$ cat src/rtl/xpd_pkg.sv
// ----------------------------------------------------------------------------
// xpd_pkg
// Shared widths, the row record handed to the merge stage, and the popcount.
// ----------------------------------------------------------------------------
package xpd_pkg;

  localparam int LANES     = 4;
  localparam int MAX_WORDS = 128;
  localparam int WORD_W    = 64;

  localparam int BL_W   = 14;                               // bit_length register
  localparam int CNT_W  = $clog2(WORD_W + 1);               // popcount of one word
  localparam int SUM_W  = $clog2(MAX_WORDS * WORD_W + 1);   // lane sum
  localparam int WC_W   = $clog2(MAX_WORDS + 1);            // word counter
  localparam int DOT_W  = 16;
  localparam int CALC_W = ((SUM_W + 1 > BL_W) ? SUM_W + 1 : BL_W) + 3;
  localparam int PAD_SH = $clog2(2 * WORD_W);               // words * 2 * 64

  localparam int IN_W   = WORD_W * (LANES + 1);
  localparam int OUT_W  = DOT_W * LANES;

  localparam int BYTES  = WORD_W / 8;

  // configuration register indexes
  localparam logic CFG_BIT_LENGTH  = 1'b0;
  localparam logic CFG_PAD_CORRECT = 1'b1;

  localparam logic [BL_W-1:0] BIT_LENGTH_RST = BL_W'(64);

  typedef struct packed {
    logic [LANES-1:0][SUM_W-1:0] sums;
    logic [WC_W-1:0]             words;
    logic                        ovf;
  } row_t;

  // byte-wise counts, then a short sum over the bytes
  function automatic logic [CNT_W-1:0] popcount(input logic [WORD_W-1:0] x);
    logic [3:0]       bc;
    logic [CNT_W-1:0] total;
    total = '0;
    for (int b = 0; b < BYTES; b++) begin
      bc = '0;
      for (int i = 0; i < 8; i++) begin
        bc = bc + 4'(x[8*b + i]);
      end
      total = total + CNT_W'(bc);
    end
    return total;
  endfunction

endpackage

$ cat src/rtl/xpd_lane.sv
// ----------------------------------------------------------------------------
// xpd_lane
// One lane: XNOR popcount of the word pair and the running row sum.
// ----------------------------------------------------------------------------
module xpd_lane
  import xpd_pkg::*;
(
  input  logic              clk_i,
  input  logic              rst_ni,
  input  logic              take_i,    // transaction accepted
  input  logic              add_i,     // word counts towards the row
  input  logic              last_i,
  input  logic [WORD_W-1:0] act_i,
  input  logic [WORD_W-1:0] weight_i,
  output logic [SUM_W-1:0]  sum_o      // row sum including the current word
);

  logic [SUM_W-1:0] acc_q, acc_d;
  logic [CNT_W-1:0] pc;

  assign pc    = popcount(~(act_i ^ weight_i));
  assign sum_o = add_i ? acc_q + SUM_W'(pc) : acc_q;

  always_comb begin
    acc_d = acc_q;
    if (take_i) begin
      acc_d = last_i ? '0 : sum_o;
    end
  end

  always_ff @(posedge clk_i or negedge rst_ni) begin
    if (!rst_ni) begin
      acc_q <= '0;
    end else begin
      acc_q <= acc_d;
    end
  end

endmodule

$ cat src/rtl/xpd_merge.sv
// ----------------------------------------------------------------------------
// xpd_merge
// Holds finished rows, scales the lane sums to sign dot products and drives
// the output register.
// ----------------------------------------------------------------------------
module xpd_merge
  import xpd_pkg::*;
(
  input  logic             clk_i,
  input  logic             rst_ni,
  input  logic [BL_W-1:0]  bit_length_i,
  input  logic             pad_correct_i,
  input  logic             push_i,
  input  row_t             row_i,
  output logic             ready_o,
  output logic             out_valid_o,
  input  logic             out_ready_i,
  output logic [OUT_W-1:0] out_data_o,
  output logic             out_ovf_o
);

  logic fin_valid_q, fin_valid_d;
  row_t fin_q;
  logic out_valid_q, out_valid_d;
  logic [OUT_W-1:0] dots_q;
  logic ovf_q;

  logic out_free, fin_adv;
  logic [OUT_W-1:0] dots_d;

  assign out_free = !out_valid_q || out_ready_i;
  assign fin_adv  = fin_valid_q && out_free;
  assign ready_o  = !fin_valid_q || fin_adv;

  // pad_correct: 2*sum - 128*words + bit_length, else 2*sum - bit_length
  always_comb begin
    logic signed [CALC_W-1:0] s2, bl, pad, r;
    bl  = $signed({{(CALC_W-BL_W){1'b0}}, bit_length_i});
    pad = $signed({{(CALC_W-WC_W){1'b0}}, fin_q.words}) <<< PAD_SH;
    for (int l = 0; l < LANES; l++) begin
      s2 = $signed({{(CALC_W-SUM_W-1){1'b0}}, fin_q.sums[l], 1'b0});
      r  = pad_correct_i ? s2 + bl - pad : s2 - bl;
      dots_d[DOT_W*l +: DOT_W] = r[DOT_W-1:0];
    end
  end

  always_comb begin
    fin_valid_d = fin_valid_q;
    if (fin_adv) fin_valid_d = 1'b0;
    if (push_i)  fin_valid_d = 1'b1;
    out_valid_d = out_valid_q;
    if (out_ready_i) out_valid_d = 1'b0;
    if (fin_adv)     out_valid_d = 1'b1;
  end

  always_ff @(posedge clk_i or negedge rst_ni) begin
    if (!rst_ni) begin
      fin_valid_q <= 1'b0;
      out_valid_q <= 1'b0;
    end else begin
      fin_valid_q <= fin_valid_d;
      out_valid_q <= out_valid_d;
    end
  end

  always_ff @(posedge clk_i) begin
    if (push_i) begin
      fin_q <= row_i;
    end
    if (fin_adv) begin
      dots_q <= dots_d;
      ovf_q  <= fin_q.ovf;
    end
  end

  assign out_valid_o = out_valid_q;
  assign out_data_o  = dots_q;
  assign out_ovf_o   = ovf_q;

endmodule

$ cat src/rtl/xnor_popcount_dot_lanes.sv
// ----------------------------------------------------------------------------
// xnor_popcount_dot_lanes
// Four-lane binary sign dot product with XNOR popcount accumulation.
// ----------------------------------------------------------------------------
// Takes one word transaction per cycle unless a stalled output holds the finishing
// register: every lane adds the XNOR popcount of its weight word and the
// activation word in the same cycle, and rows follow each other without a gap.
// On the word marked tlast the row sums move into a finishing register and the
// result passes on through the output register to the master side; up to two
// finished rows can wait in these registers while the output is stalled. Words
// beyond 128 in a row are dropped and flagged in m_axis_tuser. bit_length and
// pad_correct must only be written while no row is in flight.
module xnor_popcount_dot_lanes
  import xpd_pkg::*;
(
  input  logic             clk_i,
  input  logic             rst_ni,
  // act_word, weight_word_0, weight_word_1, weight_word_2, weight_word_3
  input  logic [IN_W-1:0]  s_axis_tdata,
  input  logic             s_axis_tlast,   // row_end
  input  logic             s_axis_tvalid,
  output logic             s_axis_tready,
  // dot_0, dot_1, dot_2, dot_3
  output logic [OUT_W-1:0] m_axis_tdata,
  output logic             m_axis_tuser,   // overflow
  output logic             m_axis_tvalid,
  input  logic             m_axis_tready,
  input  logic             cfg_we_i,
  input  logic             cfg_addr_i,
  input  logic [BL_W-1:0]  cfg_wdata_i
);

  logic [BL_W-1:0] bit_length_q;
  logic            pad_correct_q;
  logic [WC_W-1:0] wc_q, wc_d;
  logic            ovf_q, ovf_d;

  logic take, sat, push;
  row_t row;

  assign take = s_axis_tvalid && s_axis_tready;
  assign sat  = (wc_q == WC_W'(MAX_WORDS));
  assign push = take && s_axis_tlast;

  for (genvar l = 0; l < LANES; l++) begin : g_lane
    xpd_lane u_lane (
      .clk_i    (clk_i),
      .rst_ni   (rst_ni),
      .take_i   (take),
      .add_i    (!sat),
      .last_i   (s_axis_tlast),
      .act_i    (s_axis_tdata[WORD_W-1:0]),
      .weight_i (s_axis_tdata[WORD_W*(l+1) +: WORD_W]),
      .sum_o    (row.sums[l])
    );
  end

  assign row.words = sat ? wc_q : wc_q + WC_W'(1);
  assign row.ovf   = ovf_q || sat;

  always_comb begin
    wc_d  = wc_q;
    ovf_d = ovf_q;
    if (take) begin
      if (s_axis_tlast) begin
        wc_d  = '0;
        ovf_d = 1'b0;
      end else begin
        wc_d  = row.words;
        ovf_d = row.ovf;
      end
    end
  end

  always_ff @(posedge clk_i or negedge rst_ni) begin
    if (!rst_ni) begin
      wc_q          <= '0;
      ovf_q         <= 1'b0;
      bit_length_q  <= BIT_LENGTH_RST;
      pad_correct_q <= 1'b0;
    end else begin
      wc_q  <= wc_d;
      ovf_q <= ovf_d;
      if (cfg_we_i) begin
        case (cfg_addr_i)
          CFG_BIT_LENGTH:  bit_length_q  <= cfg_wdata_i;
          CFG_PAD_CORRECT: pad_correct_q <= cfg_wdata_i[0];
          default: ;
        endcase
      end
    end
  end

  xpd_merge u_merge (
    .clk_i         (clk_i),
    .rst_ni        (rst_ni),
    .bit_length_i  (bit_length_q),
    .pad_correct_i (pad_correct_q),
    .push_i        (push),
    .row_i         (row),
    .ready_o       (s_axis_tready),
    .out_valid_o   (m_axis_tvalid),
    .out_ready_i   (m_axis_tready),
    .out_data_o    (m_axis_tdata),
    .out_ovf_o     (m_axis_tuser)
  );

endmodule

$ cat config.mk
export PLATFORM = sky130hd
export DESIGN_NAME = xnor_popcount_dot_lanes
export DESIGN_NICKNAME = d
export VERILOG_FILES = /design/src/rtl/xpd_pkg.sv /design/src/rtl/xpd_lane.sv /design/src/rtl/xpd_merge.sv /design/src/rtl/xnor_popcount_dot_lanes.sv
export SDC_FILE = /design/constraint.sdc
export NUM_CORES = 1
export LEC_CHECK = 0
export ABC_AREA = 1
export BUFFER_PORTS_ARGS = -buffer_cell sky130_fd_sc_hd__buf_2
export CAP_MARGIN = 15
export CORE_MARGIN = 2
export CORE_UTILIZATION = 25
export DETAILED_ROUTE_END_ITERATION = 6
export PLACE_DENSITY = 0.42
export SYNTH_ARGS = -nofsm -noshare
export SYNTH_HDL_FRONTEND = slang
export SYNTH_HIERARCHICAL = 1
export SYNTH_SLANG_ARGS = --single-unit
$ cat constraint.sdc
create_clock -name clk_i -period 8.8 [get_ports clk_i]
set_clock_uncertainty 0.15 [all_clocks]
set_input_delay 0.44 -clock clk_i [delete_from_list [all_inputs] [get_ports clk_i]]
set_output_delay 0.44 -clock clk_i [all_outputs]
set_load 0.05 [all_outputs]
Word level (Yosys, flattened, before mapping)
Index checks and enable logic that the tools add are counted.
{ "totals": {"output_inout_bits": 67, "elab_cells": 328, "regBits": 212} }
{ "op_classes": {"n_mux": 19, "n_reduce_logical": 12, "n_eq_ne": 1, "add_sub_neg": 269, "bitwise_logic": 9} }
{ "ops": {"columns": ["operator", "n"], "rows": [
  ["adder 4 x 1 -> 4 bit", 192],
  ["inverter 64 bit", 4],
  ["XOR 64 bit", 4],
  ["adder 7 x 4 -> 7 bit", 24],
  ["2-to-1 mux 14 bit", 8],
  ["adder 1 x 1 -> 2 bit", 32],
  ["adder 15 x 14 -> 16 bit", 4],
  ["2-to-1 mux 16 bit", 4],
  ["subtractor 15 x 14 -> 16 bit", 4],
  ["subtractor 16 bit", 4],
  ["adder 14 x 7 -> 14 bit", 4],
  ["adder 4 x 4 -> 5 bit", 4],
  ["2-to-1 mux 8 bit", 2],
  ["adder 8 x 1 -> 8 bit (second input constant)", 1],
  ["equality test 8 bit (second input constant)", 1],
  ["2-to-1 mux 1 bit", 5],
  ["AND reduction 2 bit", 2],
  ["nonzero test 2 bit", 2],
  ["logical AND 1 bit", 3],
  ["logical OR 1 bit", 3],
  ["logical NOT 1 bit", 2],
  ["inverter 1 bit", 1]
]} }

Logic depth before layout (Yosys ltp)
{ "logic_depth": {"ltp_word": 19, "ltp_mapped": 27} }

Hierarchy
Netlist, hierarchy kept.
{ "by_module_without_submodules": {"columns": ["mod", "cells_per_inst", "area_per_inst_um2", "seq_area_each_um2", "n_inst"], "rows": [
  ["xpd_merge", 1750, 12548.3, 3863.7, 1],
  ["xpd_lane (g_lane[3].u_lane)", 401, 3445.8, 350.3, 1],
  ["xpd_lane (g_lane[2].u_lane)", 401, 3434.5, 350.3, 1],
  ["xpd_lane (g_lane[0].u_lane)", 401, 3428.3, 350.3, 1],
  ["xpd_lane (g_lane[1].u_lane)", 400, 3403.3, 350.3, 1],
  ["xnor_popcount_dot_lanes", 119, 1199.9, 601.8, 1]
]} }

Least setup slack after synthesis
OpenSTA, ideal clock, no wires.
{ "synth_path": {"kind": "input-to-reg", "from": "input s_axis_tdata[271]", "to": "register u_merge/fin_q[59] in the netlist's numbering, data pin", "n_path_buf": 0, "arrival_ps": 6224, "path_stages": 20, "slack_ps": 2171, "cell_sequence": "xor2_1 > fa_1 > inv_1 > fa_1 > inv_1 > fa_1 > fa_1 > fa_1 > fa_1 > fa_1 > fa_1 > fa_1 > fa_1 > inv_1 > nand3_1 > nand3_2 > nand2_1 > nand4_1 > nand3_1 > and2_1"} }
{ "synth_rtl": {"columns": ["item", "line", "source"], "rows": [
  ["start, declared", "xnor_popcount_dot_lanes.sv:19", "input logic [IN_W-1:0] s_axis_tdata,"],
  ["end signal, assigned", "xpd_merge.sv:68", "fin_q <= row_i;"],
  ["end, declared", "xpd_merge.sv:23", "row_t fin_q;"]
]} }

==> metrics <==
status=completed; Hold Violations, Final=0; port bufs=407; TritonCTS clock tree=built; async set or reset register ratio after synthesis=0.392; fill cell count=11800; Layout area overhead=18.0%; Post-Route Setup TNS=0 ps; Vias=22800; Slew Limit Fails=0; Via density=4.26; Critical Path RT=between 8000 and 9000 ps; Die Y=335 um; WS Path Type=reg2reg; final setup vio count=0; min Tclk post-route=6920 ps; average size of a mapped cell=about 7.9 um2; worst path cell trace=fa_1 -> inv_1 -> fa_1 -> fa_1 -> fa_1 -> fa_1 -> fa_1 -> fa_1 -> fa_1 -> fa_1 -> fa_1 -> inv_1 -> nand3_1 -> nand3_2 -> nand2_1 -> nand4_1 -> nand3_1 -> and2_1; reg-to-reg startpoint=g_lane[2].u_lane/acc_q[0]; Syn Nets=4315; cell taking the most area after synthesis=fa_1; fmax=approximately 140 MHz; Clock H-tree levels=1; number of global-route vias before repair=23500; cell count after synthesis=3472; post-CTS sizing=0; share of layout cells above drive strength 1=0.157; FF-to-FF End=u_merge/fin_q[45]; crit end category=flop; worst relative slew slack=0.379; worst-path maximum fanout=4; Critical Path AT=7110 ps; Crit path max-delay family=adder cells; antenna violations before repair=20; EDFF count, synth=127; drt drc=0; gp weighted congestion=0.879; final worst-path cycle share=0.787; global-route wire length before repair=150 mm; DP HPWL=between 80 and 90 mm; sequential area share after synthesis=0.214; flops & latches, synth=209; I/O Pins=approximately 400; gr usage total=0.180; Worst Tran Pin Value=932 ps; Reg2Reg Setup Slack=roughly 1900 ps; Placed Instances=5271; CTS clk-pin slew, worst paths=60 ps; Synth cell types=47; Hold Crit Class=in2async; Die W=335 um; count leader, synth=nand2_1; total core area=109000 um2; Netlist Area Pre-Place=27500 um2; RSZ-0062 raised after global routing=no; ranking of synthesized cells by area=fa_1 19%, edfxtp_1 14%, nand2_1 12%; Worst path max stage delay=between 500 and 600 ps; startpoint types=flop; worst r2r path cells=18; Initial Utilization=0.252; clock buffer count from CTS=29; initial drt markers=1148; deepest clock path buffer count=3; # rows=about 120; synth cell count leaders=892 x nand2_1, 708 x inv_1, 260 x fa_1; DRT Pass-1 Iters=7; max_cap viols=0; Routed wire per std cell=about 19 um; final net count=4750; DIE AREA=113000 um2; most used cell, CP=fa_1; largest net degree at the start of global routing=71; predominant post-synthesis flop cell=edfxtp_1; gr ovfl total=0; crit path buf inv count=2; final WL=101 mm; area share of the leading cell type in the synthesized netlist=0.190; Worst-Skew Late Latency=roughly 580 ps; synth warn=6; Critical-path top delay cell=fa_1; clock sink total=209; Post-DRT Antenna Nets=0; root buffer cell=clkbuf_16; Non-Filler Instances=5346
-- worst max path at each step --
stage                               from                end  slack [ps]  cells past startpoint
2_1_floorplan          s_axis_tdata[271]  u_merge/fin_q[59]        2170                     20
3_3_place_gp             s_axis_tdata[9]  u_merge/fin_q[59]        1470                     20
3_5_place_dp             s_axis_tdata[4]  u_merge/fin_q[45]        1420                     20
4_1_cts        g_lane[2].u_lane/acc_q[0]  u_merge/fin_q[45]        1810                     18
5_1_grt        g_lane[2].u_lane/acc_q[0]  u_merge/fin_q[45]        1620                     18
6_report       g_lane[2].u_lane/acc_q[0]  u_merge/fin_q[45]        1880                     18
-- placed cells by master, fill, tap and decap left out, drive strengths merged, types with 6 or more instances in the layout --
master and instances:
inv 739, buf 419, o21ai 79, nand2 927, dlygate4sd3 18, nand3 269
mux2 13, fa 260, or2 21, nand4 34, bufinv 6, a21oi 98
nand3b 32, a22o 8, clkinv 12, ha 242, dfrtp 81, edfxtp 127
and2 26, clkbuf 33, xor2 187, xnor2 103, nor3 25, nor2 148
-- worst register-to-register path, delay by kind of cell (launching register included) --
family / cells / cell delay, ps
adder cells (fa/ha/maj): 10 / 5310
AND/OR/NAND/NOR: 6 / 600
flip-flops: 1 / 460
buffers and inverters: 2 / 150
-- routing by layer --
metal	share of wire	track usage
met4	0.014	0.0277
met5	0.0018	0
met3	0.047	0.0252
met1	0.45	0.237
met2	0.48	0.315
-- final cells by class --
cell class / count / area [um2] / share of cell area
multi-input combinational: 2491 / 18600 / 0.575
sequential: 209 / 5870 / 0.181
inverter: 739 / 2770 / 0.0856
timing repair buffer: 437 / 2310 / 0.0713
tap: 1414 / 1770 / 0.0546
clock buffer: 33 / 771 / 0.0238
clock inverter: 20 / 269 / 0.00830
antenna: 3 / 7.51 / 0.000232
-- logic make-up after synthesis --
family                     Yosys count  share of synthesized area
and+or+nand+nor                   1483                      0.238
buffers and inverters              772                      0.109
adders and majority gates          502                      0.300
xor gates and xnor gates           290                     0.0925
DFF                                209                      0.214
AOI/OAI and AO/OA                  203                     0.0410
muxes                               13                    0.00642
-- through the flow --
stage / worst slack [ps] / hold WS (ps) / util / cell area (um2)
final: 1880 / 167 / 0.298 / 32400
after floorplan: 2170 / -5.59 / - / 27500
after detailed placement: 1420 / 245 / 0.286 / 31200
after global placement: 1470 / 247 / 0.286 / 31200
after CTS: 1810 / 147 / 0.297 / 32400
after global routing: 1620 / 180 / 0.298 / 32400
-- state kept, by name (all words and copies together) (netlist names) --
name	count
bit_length_q	14
pad_correct_q	1
u_merge/fin_q	65
u_merge/out_data_o	61
wc_q	8
u_merge/out_valid_o	1
u_merge/fin_valid_q	1
g_lane.u_lane/acc_q	56
ovf_q	1
u_merge/out_ovf_o	1
-- repair_timing --
item                                   4_1_cts  5_1_grt
hold buffers                                18        0
endpoints found under the hold margin       38        0
setup buffers                                0        0
Power is not shown: default switching activity piles up to over one toggle a cycle in this logic, so the estimate is an artifact.
